--- src/rtl/core/svpwm_pkg.sv ---
// Shared types and constants for the space-vector PWM duty generator.
// Holds the base sine table (unsigned 0.16), register indexes and field widths.
// No dependencies.
package svpwm_pkg;

  // Field and register widths
  localparam int unsigned MagW    = 16;
  localparam int unsigned PhaseW  = 9;
  localparam int unsigned DutyW   = 16;
  localparam int unsigned PeriodW = 15;
  localparam int unsigned OffsetW = 10;
  localparam int unsigned CfgIdxW = 1;
  localparam int unsigned CfgW    = 15;
  localparam int unsigned AngleW  = 6;
  localparam int unsigned SectorW = 3;

  // Degrees in one sector and number of sectors
  localparam logic [AngleW-1:0]  SectorDeg = 6'd60;
  localparam logic [SectorW-1:0] NumSectors = 3'd6;
  localparam int unsigned        SineEntries = 61;

  // Configuration register indexes
  typedef enum logic [CfgIdxW-1:0] {
    REG_PWM_PERIOD  = 1'b0,
    REG_ZERO_OFFSET = 1'b1
  } cfg_reg_e;

  typedef logic [15:0] sine_base_t [SineEntries];

  // sin(k degrees), k = 0..60, unsigned 0.16, rounded to nearest
  localparam sine_base_t SineBase = '{
        16'd0,  16'd1144,  16'd2287,  16'd3430,  16'd4572,
     16'd5712,  16'd6850,  16'd7987,  16'd9121, 16'd10252,
    16'd11380, 16'd12505, 16'd13626, 16'd14742, 16'd15855,
    16'd16962, 16'd18064, 16'd19161, 16'd20252, 16'd21336,
    16'd22415, 16'd23486, 16'd24550, 16'd25607, 16'd26656,
    16'd27697, 16'd28729, 16'd29753, 16'd30767, 16'd31772,
    16'd32768, 16'd33754, 16'd34729, 16'd35693, 16'd36647,
    16'd37590, 16'd38521, 16'd39441, 16'd40348, 16'd41243,
    16'd42126, 16'd42995, 16'd43852, 16'd44695, 16'd45525,
    16'd46341, 16'd47143, 16'd47930, 16'd48703, 16'd49461,
    16'd50203, 16'd50931, 16'd51643, 16'd52339, 16'd53020,
    16'd53684, 16'd54332, 16'd54963, 16'd55578, 16'd56175,
    16'd56756
  };

endpackage

--- src/rtl/core/space_vector_pwm_duty.sv ---
// An accepted input transaction passes the stage 1, 2, 3 and output registers in order.
// Throughput: one transaction per cycle while the output is not held; four register
// stages (sector split, sine ROM read, multiply, route and offset add) advance together.
// A held output stalls every stage at once; nothing is dropped or repeated.
// Reset: pwm_period returns to 1024, zero_vector_offset to 64, the pipeline empties.
// Space-vector PWM duty generator top level; uses svpwm_pkg.
module space_vector_pwm_duty #(
  parameter int unsigned SINE_FRAC_BITS = 16
) (
  input  logic                               clk_i,
  input  logic                               rst_ni,
  // configuration write port
  input  logic                               cfg_we_i,
  input  logic [svpwm_pkg::CfgIdxW-1:0]      cfg_idx_i,
  input  logic [svpwm_pkg::CfgW-1:0]         cfg_wdata_i,
  // input stream
  input  logic                               s_axis_tvalid,
  output logic                               s_axis_tready,
  input  logic [31:0]                        s_axis_tdata,  // magnitude[15:0], phase_deg[24:16]
  // output stream
  output logic                               m_axis_tvalid,
  input  logic                               m_axis_tready,
  output logic [47:0]                        m_axis_tdata   // duty_a, duty_b, duty_c
);
  import svpwm_pkg::*;

  localparam int unsigned SineW = SINE_FRAC_BITS;
  localparam int unsigned ProdW = PeriodW + SineW;

  typedef logic [SineW-1:0] sine_tbl_t [SineEntries];

  // Sine table rescaled to SINE_FRAC_BITS fraction bits at elaboration
  function automatic sine_tbl_t build_sine_tbl();
    sine_tbl_t   tbl;
    logic [63:0] v;
    logic [63:0] half;
    int unsigned up;
    int unsigned down;
    up   = (SINE_FRAC_BITS >= 16) ? SINE_FRAC_BITS - 16 : 0;
    down = (SINE_FRAC_BITS < 16) ? 16 - SINE_FRAC_BITS : 0;
    half = (down != 0) ? (64'd1 << (down - 1)) : 64'd0;
    for (int k = 0; k < SineEntries; k++) begin
      v = 64'(SineBase[k]);
      v = ((v << up) + half) >> down;
      tbl[k] = v[SineW-1:0];
    end
    return tbl;
  endfunction

  localparam sine_tbl_t SineTbl = build_sine_tbl();

  // Configuration registers
  logic [PeriodW-1:0] period_q;
  logic [OffsetW-1:0] offset_q;

  always_ff @(posedge clk_i or negedge rst_ni) begin
    if (!rst_ni) begin
      period_q <= PeriodW'(1024);
      offset_q <= OffsetW'(64);
    end else if (cfg_we_i) begin
      unique case (cfg_reg_e'(cfg_idx_i))
        REG_PWM_PERIOD:  period_q <= cfg_wdata_i[PeriodW-1:0];
        REG_ZERO_OFFSET: offset_q <= cfg_wdata_i[OffsetW-1:0];
        default: ;
      endcase
    end
  end

  // Pipeline advance: whole pipe moves unless the output is held
  logic adv;
  logic out_valid_q;
  assign adv           = !out_valid_q || m_axis_tready;
  assign s_axis_tready = adv;

  // Stage 1: sector split and magnitude saturation
  logic [MagW-1:0]    mag_in;
  logic [PhaseW-1:0]  phase_in;
  logic [3:0]         sec_raw;
  logic [PhaseW-1:0]  sec_base;
  logic [PhaseW-1:0]  ang_full;
  logic [SectorW-1:0] sec_d;
  logic [PeriodW-1:0] mag_sat;

  assign mag_in   = s_axis_tdata[MagW-1:0];
  assign phase_in = s_axis_tdata[MagW +: PhaseW];

  always_comb begin
    sec_raw  = 4'd0;
    sec_base = '0;
    for (int k = 1; k <= 8; k++) begin
      if (phase_in >= PhaseW'(60 * k)) begin
        sec_raw  = 4'(k);
        sec_base = PhaseW'(60 * k);
      end
    end
    ang_full = phase_in - sec_base;
    sec_d    = (sec_raw >= 4'(NumSectors)) ? 3'(sec_raw - 4'(NumSectors)) : sec_raw[2:0];
    mag_sat  = (mag_in > MagW'(period_q)) ? period_q : mag_in[PeriodW-1:0];
  end

  logic               v1_q;
  logic [PeriodW-1:0] mag1_q;
  logic [SectorW-1:0] sec1_q;
  logic [AngleW-1:0]  ang1_q;

  // Stage 2: sine ROM reads
  logic               v2_q;
  logic [PeriodW-1:0] mag2_q;
  logic [SectorW-1:0] sec2_q;
  logic [SineW-1:0]   sin_ang2_q;
  logic [SineW-1:0]   sin_cmp2_q;

  // Stage 3: active-vector times
  logic               v3_q;
  logic [SectorW-1:0] sec3_q;
  logic [PeriodW-1:0] t1_q;
  logic [PeriodW-1:0] t2_q;
  logic [ProdW-1:0]   prod_t1;
  logic [ProdW-1:0]   prod_t2;

  assign prod_t2 = ProdW'(mag2_q) * ProdW'(sin_ang2_q);
  assign prod_t1 = ProdW'(mag2_q) * ProdW'(sin_cmp2_q);

  // Stage 4: per-sector routing and offset add
  logic [DutyW-1:0] t_sum;
  logic [DutyW-1:0] t1_w;
  logic [DutyW-1:0] t2_w;
  logic [DutyW-1:0] ra, rb, rc;
  logic [DutyW-1:0] duty_a_q, duty_b_q, duty_c_q;

  assign t1_w  = DutyW'(t1_q);
  assign t2_w  = DutyW'(t2_q);
  assign t_sum = t1_w + t2_w;

  always_comb begin
    case (sec3_q)
      3'd0:    begin ra = t_sum; rb = t2_w;  rc = '0;    end
      3'd1:    begin ra = t1_w;  rb = t_sum; rc = '0;    end
      3'd2:    begin ra = '0;    rb = t_sum; rc = t2_w;  end
      3'd3:    begin ra = '0;    rb = t1_w;  rc = t_sum; end
      3'd4:    begin ra = t2_w;  rb = '0;    rc = t_sum; end
      default: begin ra = t_sum; rb = '0;    rc = t1_w;  end
    endcase
  end

  // Valid bits
  always_ff @(posedge clk_i or negedge rst_ni) begin
    if (!rst_ni) begin
      v1_q        <= 1'b0;
      v2_q        <= 1'b0;
      v3_q        <= 1'b0;
      out_valid_q <= 1'b0;
    end else if (adv) begin
      v1_q        <= s_axis_tvalid;
      v2_q        <= v1_q;
      v3_q        <= v2_q;
      out_valid_q <= v3_q;
    end
  end

  // Payload registers
  always_ff @(posedge clk_i) begin
    if (adv) begin
      mag1_q     <= mag_sat;
      sec1_q     <= sec_d;
      ang1_q     <= ang_full[AngleW-1:0];

      mag2_q     <= mag1_q;
      sec2_q     <= sec1_q;
      sin_ang2_q <= SineTbl[ang1_q];
      sin_cmp2_q <= SineTbl[SectorDeg - ang1_q];

      sec3_q     <= sec2_q;
      t2_q       <= prod_t2[SineW +: PeriodW];
      t1_q       <= prod_t1[SineW +: PeriodW];

      duty_a_q   <= ra + DutyW'(offset_q);
      duty_b_q   <= rb + DutyW'(offset_q);
      duty_c_q   <= rc + DutyW'(offset_q);
    end
  end

  assign m_axis_tvalid = out_valid_q;
  assign m_axis_tdata  = {duty_c_q, duty_b_q, duty_a_q};

`ifndef SYNTHESIS
  // sector is folded into 0..5
  assert property (@(posedge clk_i) disable iff (!rst_ni) v1_q |-> sec1_q < NumSectors)
    else $error("sector out of range");
  // angle within a sector stays below 60
  assert property (@(posedge clk_i) disable iff (!rst_ni) v1_q |-> ang1_q < SectorDeg)
    else $error("angle out of range");
  // a stall freezes every valid bit
  assert property (@(posedge clk_i) disable iff (!rst_ni)
    !adv |=> $stable({v1_q, v2_q, v3_q, out_valid_q}))
    else $error("pipeline moved during stall");
  // a new output transaction comes from the last stage
  assert property (@(posedge clk_i) disable iff (!rst_ni)
    $rose(m_axis_tvalid) |-> $past(v3_q))
    else $error("output valid without stage 3 valid");
`endif

endmodule
--- config.mk ---
export PLATFORM = sky130hd
export DESIGN_NAME = space_vector_pwm_duty
export DESIGN_NICKNAME = d
export VERILOG_FILES = /design/src/rtl/core/svpwm_pkg.sv /design/src/rtl/core/space_vector_pwm_duty.sv
export SDC_FILE = /design/constraint.sdc
export NUM_CORES = 2
export LEC_CHECK = 0
export BUFFER_PORTS_ARGS = -buffer_cell sky130_fd_sc_hd__buf_2
export CORE_UTILIZATION = 50
export CTS_CLUSTER_DIAMETER = 80
export DETAILED_ROUTE_END_ITERATION = 10
export PLACE_DENSITY = 0.74
export SLEW_MARGIN = 0
export SYNTH_ARGS = -nofsm -noshare
export SYNTH_HDL_FRONTEND = slang
export SYNTH_SLANG_ARGS = --single-unit
--- constraint.sdc ---
create_clock -name clk_i -period 7.5 [get_ports clk_i]
set_input_delay 1.5 -clock clk_i [delete_from_list [all_inputs] [get_ports clk_i]]
set_output_delay 1.5 -clock clk_i [all_outputs]
set_load 0.1 [all_outputs]
# Word-level counts from Yosys, hierarchy flattened
# Memories as Yosys holds them, arrays and structs flattened. A register that Yosys moved wholly into a read port is not among the register bits.
# Cells that the tools add are included.
word_totals:
  word_cells: 75
  ff_bits: 152
  mem_bits_ro: 2048
  output_inout_bits: 50
  n_memories: 2
  inputBits: 53
memory_table:
  columns: ["memory", "words", "width", "read_ports", "rd_ports_with_merged_regs", "write_ports", "line", "rtl"]
  rows:
  - ["(name not given)", 64, 16, 1, 1, 0, "space_vector_pwm_duty.sv:171", "sin_cmp2_q <= SineTbl[SectorDeg - ang1_q];"]
  - ["(name not given)", 64, 16, 1, 1, 0, "space_vector_pwm_duty.sv:170", "sin_ang2_q <= SineTbl[ang1_q];"]
classes:
  bitwise_logic: 3
  n_eq_ne: 4
  add_sub_neg: 7
  reduce_logical: 9
  n_mux: 21
  mul: 2
  n_lt_le_gt_ge: 10
op_table:
  columns: ["cell", "n"]
  rows:
  - ["case mux 16 bit (3 select lines)", 3]
  - ["multiplier 15 x 16 -> 31 bit", 2]
  - ["adder 16 x 10 -> 16 bit", 3]
  - ["2-to-1 mux 6 bit", 8]
  - [">= comparator 9 bit (second input constant)", 4]
  - ["2-to-1 mux 4 bit", 7]
  - [">= comparator 9 x 8 -> 1 bit (second input constant)", 2]
  - ["adder 15 x 15 -> 16 bit", 1]
  - ["> comparator 16 x 15 -> 1 bit", 1]
  - ["2-to-1 mux 15 bit", 1]
  - ["NOT 6 -> 7 bit", 2]
  - [">= comparator 9 x 6 -> 1 bit (second input constant)", 1]
  - [">= comparator 9 x 7 -> 1 bit (second input constant)", 1]
  - ["OR reduction 2 bit", 4]
  - ["== test 3 x 2 -> 1 bit (second input constant)", 2]
  - ["subtractor 6 bit", 1]
  - ["subtractor 6 bit (first input constant)", 1]
  - [">= comparator 4 x 3 -> 1 bit (second input constant)", 1]
  - ["AND reduction 2 bit", 2]
  - ["== test 3 x 1 -> 1 bit (second input constant)", 1]
  - ["== test 3 bit (second input constant)", 1]
  - ["logical NOT 3 bit", 1]
  - ["2-to-1 mux 3 bit", 1]
  - ["subtractor 3 bit (second input constant)", 1]
  - ["other kinds (4)", 4]

# Longest topological paths before layout
logic_depth:
  depth_word: 11
  depth_mapped: 26
  ltp_nobuf: 24

# Least setup slack after synthesis
# Ideal clock, no wire load.
synth_timing:
  path_type: "input to output"
  from: "in m_axis_tready"
  to: "out s_axis_tready"
  stages: 1
  path_buffers: 0
  path_slack_ps: -15
  required_ps: 6000
  arrival_time_ps: 6015
  cell_sequence: "nand2b_1"
synth_between:
  elab_chain_len: 1
synth_lines:
  columns: ["item", "line", "rtl"]
  rows:
  - ["start: declaration", "space_vector_pwm_duty.sv:22", "input logic m_axis_tready,"]
  - ["logical OR 1 bit", "space_vector_pwm_duty.sv:72", "assign adv = !out_valid_q || m_axis_tready;"]
  - ["end: declaration", "space_vector_pwm_duty.sv:18", "output logic s_axis_tready,"]
# Every way passes these cells.

# Final worst setup path
layout_timing:
  from: "reg mag2_q[7]"
  to: "reg t1_q[14] (data pin)"
layout_between:
  elab_chain_len: 1
layout_lines:
  columns: ["item", "line", "rtl"]
  rows:
  - ["start: declaration", "space_vector_pwm_duty.sv:108", "logic [PeriodW-1:0] mag2_q;"]
  - ["start signal: assignment", "space_vector_pwm_duty.sv:168", "mag2_q <= mag1_q;"]
  - ["multiplier 15 x 16 -> 31 bit", "space_vector_pwm_duty.sv:122", "assign prod_t1 = ProdW'(mag2_q) * ProdW'(sin_cmp2_q);"]
  - ["named net prod_t1[30]", "space_vector_pwm_duty.sv:118", "logic [ProdW-1:0] prod_t1;"]
  - ["end signal: assignment", "space_vector_pwm_duty.sv:175", "t1_q <= prod_t1[SineW +: PeriodW];"]
  - ["end: declaration", "space_vector_pwm_duty.sv:116", "logic [PeriodW-1:0] t1_q;"]
# The timed path passes the listed nets, and every way through them passes these cells.
# A chain may end at the register's enable or synchronous reset.

==> run metrics <==
outcome finished, final reports clean; TritonCTS Buffers 17; io pins around 100; Cell Rows between 80 and 90; Tot GR Track Use 25.9%; number of global-route vias before repair approximately 22k; crit path max fanout 16; top_reg_cell synth edfxtp_1; endpoints failing setup 0; #FFs+latches synth approximately 180; CTS max path bufs 2; I/O Buffers 95; Remaining DRCs 0; Hold Path Class reg -> reg; CTS tree yes; path depth of the worst reg2reg path 22; nets 3695; worst endpoint data arrival time between 7000 and 8000 ps; Max-Cap Viols 0; Req. time, crit path 7720 ps; Syn-to-layout area delta 6.75%; GPL Wtd Cong just over 0.9; CTS clk-pin slew, worst paths 70 ps; Slew Viols, Final 0; Post-synth EDFFs 155; antenna-violating nets left 0; Die ar. 0.0564 mm²; critical path startpoint category flip-flop; area occupied by multi-input gates 0.0200 mm²; core box area ~0.054 mm²; Setup Fix Bufs, Post-CTS 0; Placed Area between 0.02 and 0.03 mm²; Rel. slew slack between 10 and 15%; GR Overflow Total 0; worst setup path category reg -> reg; M2 GR Usage a little over two fifths; commonest non-fill, non-tap cells in the layout inv_1, fa_1, nand2_1; DP Cell Count ~3.7k; clk root buf clkbuf_16; fin crit share around 94%; f_max around 140 MHz; Via Count ~22k; Seq. cell area ~0.0054 mm²; post-place setup slack between 500 and 600 ps; CTS hold repair buffers 0; pin count of the biggest net entering global routing 97; Worst Skew 18.1 ps; worst skew pair latency about 480 ps; share of layout cells above drive strength 1 under 10%; R2R Setup Slk 440 ps; final non-filler cell total roughly 3.8k; Final Hold Viols 0; commonest non-fill, non-tap cell in the layout inv_1; met1 Usage GRT 34.6%; Sum Neg Setup Slack 0 ps; initial antenna violation count 1; # clock sinks 184; first-pass GRT wire length between 100 and 150 mm; crit path time final slightly above 7000 ps; DR vias/cell 5.79; Setup WS post-layout between 400 and 500 ps; FILL cells about 4.8k; HPWL Detailed approximately 55 mm; # resized after CTS 0; Routed wire per std cell around 19 µm; DR iter-0 viols between 1.5k and 2k; average cell area after synthesis 9.23 µm²; Design Area, Final 0.0296 mm²; Tightest Pin Transition 1280 ps; ant diodes 0; GR peak layer met2; count of cell types in the netlist 83; GRT met3 Usage under 10%; Syn. warnings 0; WL final ~71 mm; hold depth 0; Post-Syn Nets between 3k and 4k; H-tree levels 4; register area share after synthesis ~20%; initial core utilization between 50% and 60%; Pre-antenna DRT Iters 6; Die Y-Extent between 200 and 250 µm; Syn Inst Count 3004; mapped cell area 0.0277 mm²; DIE WIDTH between 200 and 250 µm; CP Capture Type flip-flop; RSZ-0062 raised after global routing false; Synth async-reset ratio around 16%
-- flip-flops by register name, summed over array words and instances, names as in the netlist --
register       count
mag2_q            15
duty_c_q          16
v2_q               1
sec3_q             3
sec2_q             3
sin_ang2_q        16
offset_q          10
t2_q              15
sec1_q             3
m_axis_tvalid      1
v1_q               1
mag1_q            15
sin_cmp2_q        16
duty_b_q          16
ang1_q             6
period_q          15
v3_q               1
t1_q              15
duty_a_q          16
-- per-layer routing --
metal  vias to the layer above  part of all wire, %
li1                       9841                    -
met5                         -                    0
met4                         0                  2.8
met3                       151                  7.7
met2                       966                   48
met1                     10823                   41
-- critical path, stage by stage, from the launching register on --
cell      delay, ps
edfxtp_1       1040
buf_4           290
nand2_1          80
fa_1            440
fa_1            520
fa_1            580
inv_1            60
fa_1            480
fa_1            490
inv_1            50
fa_1            470
inv_1            40
ha_1            300
o21ai_0          90
o21bai_1         80
a21o_1          180
a221o_1         500
a21oi_2         250
o21ai_1         150
o211ai_2        210
a21oi_1         110
o41ai_2         270
xnor2_1         110
-- worst paths after layout --
| kind | start | endpoint |
|---|---|---|
| max in group asynchronous | rst_ni | period_q[12]$_DFFE_PN0P_ |
| min reg2reg | sec2_q[0]$_DFFE_PP_ | sec3_q[0]$_DFFE_PP_ |
| max reg2reg | mag2_q[7]$_DFFE_PP_ | t1_q[14]$_DFFE_PP_ |
| min | sec2_q[0]$_DFFE_PP_ | sec3_q[0]$_DFFE_PP_ |
| max | mag2_q[7]$_DFFE_PP_ | t1_q[14]$_DFFE_PP_ |
| min in group asynchronous | rst_ni | m_axis_tvalid$_DFFE_PN0P_ |
-- per-stage QoR --
step / hold slack, ps / util, %
global route: 418 / 54.4
detailed placement: 405 / 53.4
floorplan: 400 / -
global placement: 409 / 53.4
finish: 419 / 54.4
CTS: 418 / 54.4
-- cell families (layout without fill, tap and decap cells) --
kind of cell / count (synthesis) / after routing / synth area share, %
xor gates and xnor gates: 95 / 95 / 3.07
adders and majority gates: 634 / 634 / 38.4
muxes: 62 / 62 / 2.84
buffers and inverters: 636 / 655 / 8.64
AOI/OAI and AO/OA: 489 / 489 / 11.6
and+or+nand+nor: 904 / 904 / 16.0
DFF: 184 / 184 / 19.4
-- layout make-up --
cell class / instances / share of cell area, %
clock buffer: 19 / 1.53
sequential: 184 / 18.2
tap: 739 / 3.12
inverter: 462 / 5.86
clock inverter: 13 / 0.444
multi-input combinational: 2184 / 67.5
timing repair buffer: 161 / 3.32
-- cells in the mapped netlist (8+ instances only) --
| cell type | n | area, µm² |
|---|---|---|
| inv_1 | 460 | 1730 |
| dfrtp_1 | 27 | 676 |
| clkbuf_1 | 158 | 593 |
| o311ai_0 | 8 | 70.1 |
| xor2_1 | 30 | 263 |
| mux2_2 | 24 | 270 |
| ha_1 | 269 | 3370 |
| xnor2_1 | 64 | 561 |
| mux2i_1 | 18 | 180 |
| nand2_1 | 349 | 1310 |
| nand3_1 | 34 | 170 |
| o21a_1 | 15 | 113 |
| nand2b_1 | 11 | 68.8 |
| o211ai_1 | 16 | 120 |
| buf_1 | 14 | 52.6 |
| o21bai_1 | 11 | 82.6 |
| a221oi_1 | 21 | 184 |
| nor2_1 | 130 | 488 |
| fa_1 | 363 | 7270 |
| o21ai_0 | 117 | 586 |
| a211oi_1 | 40 | 300 |
| and2_1 | 282 | 1760 |
| a21o_1 | 31 | 233 |
| o221ai_1 | 13 | 114 |
| a22oi_1 | 9 | 67.6 |
| mux2_1 | 10 | 113 |
| nor2b_1 | 27 | 169 |
| mux4_2 | 10 | 225 |
| edfxtp_1 | 155 | 4650 |
| a21oi_1 | 119 | 596 |
| nor3_1 | 25 | 125 |
| a31oi_1 | 18 | 113 |
| o21ai_1 | 9 | 45.0 |
| nand4_1 | 13 | 81.3 |
Power is left out: the tool's default activity adds up to more than one toggle a clock period on the data nets, which glitch-free logic cannot reach.
